==> src/rtl/dpw_pkg.sv <==
// ----------------------------------------------------------------------------
// dpw_pkg
// shared widths, reset values, register codes and request types of the
// dpw pulse oscillator
// ----------------------------------------------------------------------------
package dpw_pkg;

    // field and register widths
    localparam int FREQ_W     = 24;
    localparam int SP_W       = 28;
    localparam int SPH_W      = 24;
    localparam int PW_W       = 23;
    localparam int CFG_IDX_W  = 2;
    localparam int CFG_DATA_W = 28;

    // datapath widths
    localparam int MUL_W  = 32;   // shared multiplier operand width
    localparam int PROD_W = 64;   // shared multiplier product width
    localparam int N31_W  = 35;   // normalized increment, 31 fraction bits
    localparam int X_W    = 24;   // 1 - n*T in Q.23
    localparam int DEN_W  = 37;   // gain denominator, Q.31
    localparam int SQ_W   = 32;   // phase square, Q1.31 in [0,1]
    localparam int DMAG_W = 33;   // magnitude of the square difference
    localparam int REM_W  = 38;   // divider partial remainder

    // register reset values
    localparam logic [SP_W-1:0]  SP_RESET  = 28'd22906492;
    localparam logic [SPH_W-1:0] SPH_RESET = 24'd0;
    localparam logic [PW_W-1:0]  PW_RESET  = 23'd4194304;

    // register indexes
    localparam logic [CFG_IDX_W-1:0] CFG_SAMPLE_PERIOD = 2'd0;
    localparam logic [CFG_IDX_W-1:0] CFG_START_PHASE   = 2'd1;
    localparam logic [CFG_IDX_W-1:0] CFG_PULSE_WIDTH   = 2'd2;

    // operands for the shared multiplier
    typedef struct packed {
        logic [MUL_W-1:0] a;
        logic [MUL_W-1:0] b;
    } t_mul_req;

    // start request for the divider
    typedef struct packed {
        logic              start;
        logic [DMAG_W-1:0] dmag;
        logic [DEN_W-1:0]  den;
    } t_div_req;

endpackage

==> src/rtl/dpw_mul.sv <==
// ----------------------------------------------------------------------------
// dpw_mul
// shared 32 x 32 unsigned multiplier with registered product
// ----------------------------------------------------------------------------
module dpw_mul
    import dpw_pkg::*;
(
    input  logic              i_clk,
    input  t_mul_req          i_req,
    output logic [PROD_W-1:0] o_prod
);

    logic [PROD_W-1:0] r_prod;
    logic [PROD_W-1:0] n_prod;

    always_comb begin
        n_prod = i_req.a * i_req.b;
    end

    always_ff @(posedge i_clk) begin
        r_prod <= n_prod;
    end

    assign o_prod = r_prod;

endmodule

==> src/rtl/dpw_div.sv <==
// ----------------------------------------------------------------------------
// dpw_div
// restoring divider, one quotient bit per cycle, for (dmag << (OUT_BITS-2)) / den
// ----------------------------------------------------------------------------
module dpw_div
    import dpw_pkg::*;
#(
    parameter int OUT_BITS = 24
)(
    input  logic                i_clk,
    input  logic                i_rst_n,
    input  t_div_req            i_req,
    output logic                o_done,
    output logic [OUT_BITS-1:0] o_quot
);

    localparam int CNT_W = $clog2(OUT_BITS + 1);

    logic                r_busy;
    logic                r_done;
    logic [CNT_W-1:0]    r_cnt;
    logic [REM_W-1:0]    r_rem;
    logic [DEN_W-1:0]    r_den;
    logic [OUT_BITS-1:0] r_low;
    logic [OUT_BITS-1:0] r_quot;

    logic [REM_W-1:0]    w_trial;
    logic                w_fits;

    // shift in the next dividend bit and try the subtraction
    always_comb begin
        w_trial = {r_rem[REM_W-2:0], r_low[OUT_BITS-1]};
        w_fits  = (w_trial >= {1'b0, r_den});
    end

    always_ff @(posedge i_clk) begin
        if (!i_rst_n) begin
            r_busy <= 1'b0;
            r_done <= 1'b0;
            r_cnt  <= '0;
        end else begin
            r_done <= 1'b0;
            if (i_req.start) begin
                r_busy <= 1'b1;
                r_cnt  <= CNT_W'(OUT_BITS);
                r_rem  <= REM_W'(i_req.dmag[DMAG_W-1:2]);
                r_low  <= {i_req.dmag[1:0], {(OUT_BITS-2){1'b0}}};
                r_den  <= i_req.den;
            end else if (r_busy) begin
                r_rem  <= w_fits ? (w_trial - {1'b0, r_den}) : w_trial;
                r_quot <= {r_quot[OUT_BITS-2:0], w_fits};
                r_low  <= {r_low[OUT_BITS-2:0], 1'b0};
                r_cnt  <= r_cnt - 1'b1;
                if (r_cnt == CNT_W'(1)) begin
                    r_busy <= 1'b0;
                    r_done <= 1'b1;
                end
            end
        end
    end

    assign o_done = r_done;
    assign o_quot = r_quot;

endmodule

==> src/rtl/dpw_pulse_oscillator.sv <==
// ----------------------------------------------------------------------------
// dpw_pulse_oscillator
// sequence: a request steps through S_MP to S_CK, waits in S_DW for the divider
//   unless the sample is zero or saturated, and S_FIN then loads o_sample
// requests: one at a time, the next is taken once S_FIN has loaded the sample;
//   each takes seven shared products, then one divider quotient bit per cycle
// reset: synchronous; registers, phases and last squares take reset values
// ----------------------------------------------------------------------------
module dpw_pulse_oscillator
    import dpw_pkg::*;
#(
    parameter int PHASE_BITS = 32,
    parameter int OUT_BITS   = 24
)(
    input  logic                       i_clk,
    input  logic                       i_rst_n,
    // request channel
    input  logic                       i_in_valid,
    output logic                       o_in_ready,
    input  logic signed [FREQ_W-1:0]   i_freq_hz,
    input  logic                       i_restart,
    // result channel
    output logic                       o_out_valid,
    input  logic                       i_out_ready,
    output logic signed [OUT_BITS-1:0] o_sample,
    // configuration write channel
    input  logic                       i_cfg_valid,
    output logic                       o_cfg_ready,
    input  logic [CFG_IDX_W-1:0]       i_cfg_index,
    input  logic [CFG_DATA_W-1:0]      i_cfg_data
);

    localparam int PB = PHASE_BITS;

    // alignment of a Q1.23 value to the phase format
    localparam int Q_SHL = (PB >= 24) ? PB - 24 : 0;
    localparam int Q_SHR = (PB < 24) ? 24 - PB : 0;
    // alignment of a phase magnitude to 31 fraction bits
    localparam int M_SHL = (PB < 32) ? 32 - PB : 0;
    localparam int M_SHR = (PB > 32) ? PB - 32 : 0;

    localparam logic [OUT_BITS-1:0] LIM_POS = {1'b0, {(OUT_BITS-1){1'b1}}};
    localparam logic [OUT_BITS-1:0] LIM_NEG = {1'b1, {(OUT_BITS-1){1'b0}}};

    // sequencer: at most one shared multiplier product per step, then the divider
    typedef enum logic [3:0] {
        S_IDLE,   // wait for a request
        S_MP,     // issue |f| * T
        S_NA,     // advance phases, keep n
        S_MA,     // issue low part of n * T
        S_MB,     // keep low part, issue high part
        S_MC,     // 1 - n*T
        S_DA,     // issue low part of n * (1 - n*T)
        S_DB,     // keep low part, issue high part
        S_DC,     // denominator, issue square of phase a
        S_SA,     // keep square a, issue square of phase b
        S_SB,     // difference of square differences
        S_CK,     // zero and saturation check, start divider
        S_DW,     // wait for the divider
        S_FIN     // form sample and load the output register
    } t_state;

    // --- a Q1.23 value to a wrapped phase ---
    function automatic logic [PB-1:0] f_q23_phase(input logic [25:0] v);
        logic [PB+25:0] wide;
        logic [PB+25:0] shifted;
        wide    = {{PB{v[25]}}, v};
        shifted = (wide << Q_SHL) >> Q_SHR;
        return shifted[PB-1:0];
    endfunction

    // --- start phase and pulse width to the raw offset sum ---
    function automatic logic [25:0] f_offset(input logic [SPH_W-1:0] sp,
                                             input logic [PW_W-1:0]  pw,
                                             input logic             with_pw);
        logic [25:0] base;
        base = {{2{sp[SPH_W-1]}}, sp};
        return with_pw ? (base + {2'b00, pw, 1'b0}) : base;
    endfunction

    // --- phase magnitude aligned to 31 fraction bits ---
    function automatic logic [MUL_W-1:0] f_m31(input logic [PB-1:0] p);
        logic [PB-1:0]  mag;
        logic [PB+31:0] wide;
        logic [PB+31:0] shifted;
        mag     = p[PB-1] ? (~p + 1'b1) : p;
        wide    = {32'b0, mag};
        shifted = (wide << M_SHL) >> M_SHR;
        return shifted[MUL_W-1:0];
    endfunction

    // control
    t_state              r_state, n_state;
    logic                r_out_valid, n_out_valid;
    // configuration registers
    logic [SP_W-1:0]     r_sample_period, n_sample_period;
    logic [SPH_W-1:0]    r_start_phase, n_start_phase;
    logic [PW_W-1:0]     r_pulse_width, n_pulse_width;
    // oscillator state
    logic [PB-1:0]       r_phase_a, n_phase_a;
    logic [PB-1:0]       r_phase_b, n_phase_b;
    logic [SQ_W-1:0]     r_lsq_a, n_lsq_a;
    logic [SQ_W-1:0]     r_lsq_b, n_lsq_b;
    // per-sample working registers
    logic [FREQ_W-1:0]   r_fmag, n_fmag;
    logic                r_fneg, n_fneg;
    logic [N31_W-1:0]    r_n31, n_n31;
    logic [PROD_W-1:0]   r_acc, n_acc;
    logic [X_W-1:0]      r_x, n_x;
    logic [DEN_W-1:0]    r_den, n_den;
    logic [SQ_W-1:0]     r_sa, n_sa;
    logic [DMAG_W-1:0]   r_dmag, n_dmag;
    logic                r_neg, n_neg;
    logic                r_zero, n_zero;
    logic                r_sat, n_sat;
    logic [OUT_BITS-1:0] r_sample, n_sample;

    logic                w_in_acc;
    logic [PROD_W-1:0]   w_prod;
    logic [PROD_W-1:0]   w_sum;
    logic [SQ_W-1:0]     w_sq;
    logic signed [33:0]  w_diff;
    logic [DEN_W-1:0]    w_dmag_q;
    logic [OUT_BITS-1:0] w_quot;
    logic                w_div_done;
    logic [OUT_BITS-1:0] w_result;
    t_mul_req            w_mul_req;
    t_div_req            w_div_req;

    assign o_in_ready  = (r_state == S_IDLE);
    assign o_cfg_ready = 1'b1;
    assign o_out_valid = r_out_valid;
    assign o_sample    = $signed(r_sample);
    assign w_in_acc    = i_in_valid && o_in_ready;

    // low partial plus high partial shifted up by 32
    assign w_sum    = r_acc + {w_prod[MUL_W-1:0], 32'b0};
    // square in Q1.31: product of two Q.31 magnitudes, scaled back by 2^31
    assign w_sq     = w_prod[62:31];
    // dividend scaled down by 2^OUT_BITS, for the overflow test
    assign w_dmag_q = DEN_W'(r_dmag[DMAG_W-1:2]);

    // (sa - last_a) - (sb - last_b), both differences within +/-2^31
    assign w_diff = ($signed({2'b00, r_sa}) - $signed({2'b00, r_lsq_a}))
                  - ($signed({2'b00, w_sq}) - $signed({2'b00, r_lsq_b}));

    // operand select for the shared multiplier
    always_comb begin
        w_mul_req = '0;
        unique case (r_state)
            S_MP: begin
                w_mul_req.a = MUL_W'(r_fmag);
                w_mul_req.b = MUL_W'(r_sample_period);
            end
            S_MA: begin
                w_mul_req.a = r_n31[MUL_W-1:0];
                w_mul_req.b = MUL_W'(r_sample_period);
            end
            S_MB: begin
                w_mul_req.a = MUL_W'(r_n31[N31_W-1:MUL_W]);
                w_mul_req.b = MUL_W'(r_sample_period);
            end
            S_DA: begin
                w_mul_req.a = r_n31[MUL_W-1:0];
                w_mul_req.b = MUL_W'(r_x);
            end
            S_DB: begin
                w_mul_req.a = MUL_W'(r_n31[N31_W-1:MUL_W]);
                w_mul_req.b = MUL_W'(r_x);
            end
            S_DC: begin
                w_mul_req.a = f_m31(r_phase_a);
                w_mul_req.b = f_m31(r_phase_a);
            end
            S_SA: begin
                w_mul_req.a = f_m31(r_phase_b);
                w_mul_req.b = f_m31(r_phase_b);
            end
            default: begin
                w_mul_req = '0;
            end
        endcase
    end

    dpw_mul u_mul (
        .i_clk  (i_clk),
        .i_req  (w_mul_req),
        .o_prod (w_prod)
    );

    // divider runs only when the quotient fits in OUT_BITS bits
    always_comb begin
        w_div_req.start = (r_state == S_CK) && (r_dmag != '0) && (w_dmag_q < r_den);
        w_div_req.dmag  = r_dmag;
        w_div_req.den   = r_den;
    end

    dpw_div #(
        .OUT_BITS (OUT_BITS)
    ) u_div (
        .i_clk   (i_clk),
        .i_rst_n (i_rst_n),
        .i_req   (w_div_req),
        .o_done  (w_div_done),
        .o_quot  (w_quot)
    );

    // sign and saturation of the quotient
    always_comb begin
        if (r_zero) begin
            w_result = '0;
        end else if (r_sat) begin
            w_result = r_neg ? LIM_NEG : LIM_POS;
        end else if (r_neg) begin
            w_result = (w_quot > LIM_NEG) ? LIM_NEG : (~w_quot + 1'b1);
        end else begin
            w_result = (w_quot > LIM_POS) ? LIM_POS : w_quot;
        end
    end

    // next state and register values
    always_comb begin
        n_state         = r_state;
        n_out_valid     = r_out_valid;
        n_sample_period = r_sample_period;
        n_start_phase   = r_start_phase;
        n_pulse_width   = r_pulse_width;
        n_phase_a       = r_phase_a;
        n_phase_b       = r_phase_b;
        n_lsq_a         = r_lsq_a;
        n_lsq_b         = r_lsq_b;
        n_fmag          = r_fmag;
        n_fneg          = r_fneg;
        n_n31           = r_n31;
        n_acc           = r_acc;
        n_x             = r_x;
        n_den           = r_den;
        n_sa            = r_sa;
        n_dmag          = r_dmag;
        n_neg           = r_neg;
        n_zero          = r_zero;
        n_sat           = r_sat;
        n_sample        = r_sample;

        // configuration writes, taken in any cycle
        if (i_cfg_valid && o_cfg_ready) begin
            unique case (i_cfg_index)
                CFG_SAMPLE_PERIOD: n_sample_period = i_cfg_data[SP_W-1:0];
                CFG_START_PHASE:   n_start_phase   = i_cfg_data[SPH_W-1:0];
                CFG_PULSE_WIDTH:   n_pulse_width   = i_cfg_data[PW_W-1:0];
                default:           n_sample_period = r_sample_period;
            endcase
        end

        // the consumer takes the pending sample
        if (r_out_valid && i_out_ready) begin
            n_out_valid = 1'b0;
        end

        unique case (r_state)
            S_IDLE: begin
                if (w_in_acc) begin
                    n_fneg = i_freq_hz[FREQ_W-1];
                    n_fmag = i_freq_hz[FREQ_W-1] ? (~i_freq_hz + 1'b1) : i_freq_hz;
                    // restart reloads phases before this sample advances them
                    if (i_restart) begin
                        n_phase_a = f_q23_phase(f_offset(r_start_phase, r_pulse_width, 1'b0));
                        n_phase_b = f_q23_phase(f_offset(r_start_phase, r_pulse_width, 1'b1));
                        n_lsq_a   = '0;
                        n_lsq_b   = '0;
                    end
                    n_state = S_MP;
                end
            end
            S_MP: begin
                n_state = S_NA;
            end
            S_NA: begin
                // increment is |f|*T scaled to the phase format, wrapping mod 2
                n_phase_a = r_phase_a + w_prod[47:48-PB];
                n_phase_b = r_phase_b + w_prod[47:48-PB];
                n_n31     = w_prod[N31_W+15:16];
                n_state   = S_MA;
            end
            S_MA: begin
                n_state = S_MB;
            end
            S_MB: begin
                n_acc   = w_prod;
                n_state = S_MC;
            end
            S_MC: begin
                // n*T in Q.23 is a 16 bit slice, so stays below 2^16
                n_x     = X_W'(24'h800000 - {8'b0, w_sum[63:48]});
                n_state = S_DA;
            end
            S_DA: begin
                n_state = S_DB;
            end
            S_DB: begin
                n_acc   = w_prod;
                n_state = S_DC;
            end
            S_DC: begin
                n_den   = {w_sum[57:23], 2'b00};
                n_state = S_SA;
            end
            S_SA: begin
                n_sa    = w_sq;
                n_state = S_SB;
            end
            S_SB: begin
                n_lsq_a = r_sa;
                n_lsq_b = w_sq;
                n_dmag  = w_diff[33] ? DMAG_W'(-w_diff) : w_diff[DMAG_W-1:0];
                n_neg   = w_diff[33] ^ r_fneg;
                n_state = S_CK;
            end
            S_CK: begin
                // zero denominator also lands here as saturation
                n_zero  = (r_dmag == '0);
                n_sat   = (w_dmag_q >= r_den);
                n_state = w_div_req.start ? S_DW : S_FIN;
            end
            S_DW: begin
                if (w_div_done) begin
                    n_state = S_FIN;
                end
            end
            S_FIN: begin
                // hold here while an earlier sample is still pending
                if (!r_out_valid || i_out_ready) begin
                    n_sample    = w_result;
                    n_out_valid = 1'b1;
                    n_state     = S_IDLE;
                end
            end
            default: begin
                n_state = S_IDLE;
            end
        endcase
    end

    always_ff @(posedge i_clk) begin
        if (!i_rst_n) begin
            r_state         <= S_IDLE;
            r_out_valid     <= 1'b0;
            r_sample_period <= SP_RESET;
            r_start_phase   <= SPH_RESET;
            r_pulse_width   <= PW_RESET;
            r_phase_a       <= f_q23_phase(f_offset(SPH_RESET, PW_RESET, 1'b0));
            r_phase_b       <= f_q23_phase(f_offset(SPH_RESET, PW_RESET, 1'b1));
            r_lsq_a         <= '0;
            r_lsq_b         <= '0;
        end else begin
            r_state         <= n_state;
            r_out_valid     <= n_out_valid;
            r_sample_period <= n_sample_period;
            r_start_phase   <= n_start_phase;
            r_pulse_width   <= n_pulse_width;
            r_phase_a       <= n_phase_a;
            r_phase_b       <= n_phase_b;
            r_lsq_a         <= n_lsq_a;
            r_lsq_b         <= n_lsq_b;
        end
        r_fmag   <= n_fmag;
        r_fneg   <= n_fneg;
        r_n31    <= n_n31;
        r_acc    <= n_acc;
        r_x      <= n_x;
        r_den    <= n_den;
        r_sa     <= n_sa;
        r_dmag   <= n_dmag;
        r_neg    <= n_neg;
        r_zero   <= n_zero;
        r_sat    <= n_sat;
        r_sample <= n_sample;
    end

`ifndef SYNTHESIS
    // one request at a time
    a_one_at_a_time: assert property (@(posedge i_clk) disable iff (!i_rst_n)
        (i_rst_n && w_in_acc) |=> !o_in_ready)
        else $error("request accepted while a sample is in work");

    // 1 - n*T never drops below one half
    a_x_range: assert property (@(posedge i_clk) disable iff (!i_rst_n)
        (r_state == S_DA) |-> (r_x[X_W-1] || r_x[X_W-2]))
        else $error("gain term 1 - n*T out of range");

    // divider finishes only while the sequencer waits for it
    a_div_done: assert property (@(posedge i_clk) disable iff (!i_rst_n)
        w_div_done |-> (r_state == S_DW))
        else $error("divider done outside its wait step");

    // stored squares stay within [0,1]
    a_square_range: assert property (@(posedge i_clk) disable iff (!i_rst_n)
        (r_lsq_a <= 32'h8000_0000) && (r_lsq_b <= 32'h8000_0000))
        else $error("last square above one");
`endif

endmodule

==> config.mk <==
export PLATFORM = sky130hd
export DESIGN_NAME = dpw_pulse_oscillator
export DESIGN_NICKNAME = d
export VERILOG_FILES = /design/src/rtl/dpw_pkg.sv /design/src/rtl/dpw_mul.sv /design/src/rtl/dpw_div.sv /design/src/rtl/dpw_pulse_oscillator.sv
export SDC_FILE = /design/constraint.sdc
export NUM_CORES = 2
export LEC_CHECK = 0
export ABC_AREA = 1
export BUFFER_PORTS_ARGS = -buffer_cell sky130_fd_sc_hd__clkbuf_2
export CORE_ASPECT_RATIO = 0.5
export CORE_MARGIN = 5
export CORE_UTILIZATION = 55
export CTS_CLUSTER_DIAMETER = 150
export DETAILED_ROUTE_END_ITERATION = 8
export GPL_ROUTABILITY_DRIVEN = 0
export GPL_TIMING_DRIVEN = 1
export PLACE_DENSITY = 0.76
export SYNTH_ARGS = -nofsm -noshare
export SYNTH_HDL_FRONTEND = slang
export SYNTH_SLANG_ARGS = --single-unit
==> constraint.sdc <==
create_clock -name i_clk -period 16 [get_ports i_clk]
set_clock_uncertainty 0.05 [all_clocks]
set_input_delay 3.2 -clock i_clk [delete_from_list [all_inputs] [get_ports i_clk]]
set_output_delay 3.2 -clock i_clk [all_outputs]
set_load 0.02 [all_outputs]
==> impl_metrics.json <==
{
  "yosysUniqueCellTypes": 68,
  "placedCellCount": 11827,
  "p_int_mw": 5.57,
  "worst-path-max-fanout": 53,
  "switchingPower_mw": 6.67,
  "synth-edff-count": 350,
  "power_density_nw_per_um2": 151,
  "hold_viol": 0,
  "synth_area_leader_cell": "fa_1",
  "grt_pass1_wl_mm": 373,
  "cts_num_sinks": 629,
  "endpoint_kind": "flip-flop",
  "remaining_drc_errors": 0,
  "slew_headroom_pct": 12.4,
  "dieArea_sq_um": 147000,
  "syn_area_sq_um": 76500,
  "die_y_um": 274,
  "fp.dieW_um": 537,
  "drt-initial-drc-count": 8079,
  "synthTopCellsByCount": "nand2_1 (2388), inv_1 (2230), fa_1 (904)",
  "insertion_delay_ps": 680,
  "drive_above_1_share_pct": 4.13,
  "grt_pass1_vias": 66595,
  "switching_share_pct": 54.5,
  "p_leak_nw": 41.7,
  "cts.clk_slew.worst_paths_ps": 70,
  "initial_utilization_pct": 55.5,
  "postSynthAreaPerCell_sq_um": 7.59,
  "p_seq_share_pct": 18.7,
  "fin_ws_ps": 5990,
  "hp-class": "flip-flop to flip-flop",
  "grt_overflow": 0,
  "max-cap-violations": 0,
  "drv_slew": 0,
  "cp_slowest_cell": "o21ai_0",
  "worst_ep_required_time_ps": 16560,
  "clockBufferDepth": 3,
  "ys_seq_area_share_pct": 21.1,
  "rsz0062_at_grt": "false",
  "wl_per_cell_um": 20.1,
  "p_clk_share_pct": 13.8,
  "tightest_slew_ps": 1300,
  "cp.arrival_ps": 10570,
  "routed_wl_mm": 241,
  "status": "finished, final reports clean",
  "dominantRegCellSynth": "edfxtp_1",
  "numPortBuffers": 85,
  "synth_most_common_cell": "nand2_1",
  "grt_start_max_net_pins": 89,
  "yosysTopAreaCellShare_pct": 23.7,
  "io_pins": 87,
  "via_count": 68302,
  "cts.hold.buffers_added": 0,
  "rows": 96,
  "dp_hpwl_mm": 185,
  "dpl_worst_slack_ps": 6340,
  "cts_resized": 0,
  "antenna_found_initial": 11,
  "ys_ff_latch": 629,
  "power_frac_comb_pct": 67.5,
  "finalCritPeriodShare_pct": 62.5,
  "worstSetupPathType": "flip-flop to flip-flop",
  "drtPass1Iterations": 9,
  "syn_to_final_growth_pct": 6.11,
  "fmax_mhz": 99.9,
  "vdd_drop_max_v": 0.000107,
  "grtUsageTotal_pct": 32.6,
  "setup_viol": 0,
  "yosys_warnings": 0,
  "post_cts_buffers": 0,
  "numCtsBuffers": 69,
  "fin_tns_setup_ps": 0,
  "viasPerCell": 5.71,
  "netlist_instances": 10070,
  "drt.antenna.violating_nets": 0,
  "nNetsFinal": 11547,
  "cts-root-buf": "clkbuf_16",
  "crit_top_cell": "inv_1",
  "cts_tree": "done",
  "synth_area_leaders": "fa_1 (24%), edfxtp_1 (14%), nand2_1 (12%)",
  "synthArstFlopShare_pct": 0,
  "min_period_ps": 10010,
  "cp-start-kind": "flip-flop",
  "htreeDepth": 3,
  "core_area_sq_um": 138000,
  "max_stage_delay_ps": 1000,
  "finalNonFillerCells": 11962
}
==> registers in the layout, summed over array words and instances (netlist names), 32 cells and up <==
register      count
r_lsq_b          32
u_div.r_den      35
r_phase_b        32
r_sa             32
r_dmag           33
r_n31            35
r_lsq_a          32
u_mul.o_prod     64
r_phase_a        32
r_acc            41
u_div.r_rem      37
r_den            35
==> placed cells by master, fill, tap and decap left out, drive strengths merged, types with 8 or more instances in the layout <==
master / count
nand2: 2399
inv: 2250
fa: 904
nor2: 729
a21oi: 631
ha: 547
o21ai: 430
nand3: 413
edfxtp: 350
dfxtp: 279
clkbuf: 174
xor2: 158
buf: 113
xnor2: 99
nor3: 95
nand4: 77
o211ai: 48
a21o: 42
a31oi: 39
a22oi: 35
nor4: 29
o21bai: 29
nand3b: 28
clkinv: 24
or2: 23
o21a: 21
conb: 17
a21boi: 17
a221oi: 15
and3: 12
diode: 8
a211oi: 8
==> stage by stage <==
step                      util (%)  total power, mW  instance area (sq um)  hold slack, ps
after floorplan                  -             7.72                  76500             336
after global placement        57.2             10.1                  78700             355
after detailed placement      57.2             10.3                  78700             355
after CTS                     58.9             12.0                  81100             367
after global routing          58.9             13.1                  81100             379
final                         58.9             12.2                  81100             369
==> path summary, 6_finish.rpt <==
| check | start | to | slack (ps) | cells past startpoint |
|---|---|---|---|---|
| setup / recovery | r_state[3] | u_mul.o_prod[48] | 5990 | 36 |
| hold / removal | r_acc[26] | r_den[5] | 370 | 0 |
| setup reg to reg | r_state[3] | u_mul.o_prod[48] | 5990 | 36 |
| hold reg to reg | r_acc[26] | r_den[5] | 370 | 0 |
==> power by group through the flow <==
stage	Combinational, mW	Clock [mW]	Sequential (mW)
floorplan	5.53	0	2.19
global placement	7.81	0	2.29
detailed placement	7.96	0	2.29
CTS	8.02	1.69	2.26
global route	9.07	1.77	2.28
finish	8.27	1.69	2.29
==> worst max-delay path: cells and delay by family (launching register included) <==
kind                       cells  cell delay, ps
AOI/OAI and AO/OA              7            2200
xor gates and xnor gates       1             170
adders and majority gates      9            3970
buffers and inverters         13            2330
DFF                            1             400
and+or+nand+nor                6             800
==> layer usage <==
metal  global-route usage, %  vias up  wire length, um
li1                        -    31092                -
met1                    42.9    32449            92500
met2                    49.7     3933           103000
met3                    9.01      816            30600
met4                    16.4       12            14600
met5                       0        -              182
==> logic make-up after synthesis <==
| group | synth area share (%) |
|---|---|
| and+or+nand+nor | 20.5 |
| xor gates and xnor gates | 2.97 |
| other | 0.00982 |
| AOI/OAI and AO/OA | 9.86 |
| buffers and inverters | 12.9 |
| adders and majority gates | 32.6 |
| DFF | 21.1 |
==> cell type report <==
type	instances	area, sq um
antenna	8	20.0
clock buffer	89	1940
clock inverter	38	444
fill	12253	56500
inverter	2245	8430
multi-input combinational	6893	50600
sequential	629	16100
tap	1862	2330
timing repair buffer	198	1270
Note: power is estimated with default switching activity, not from simulation.
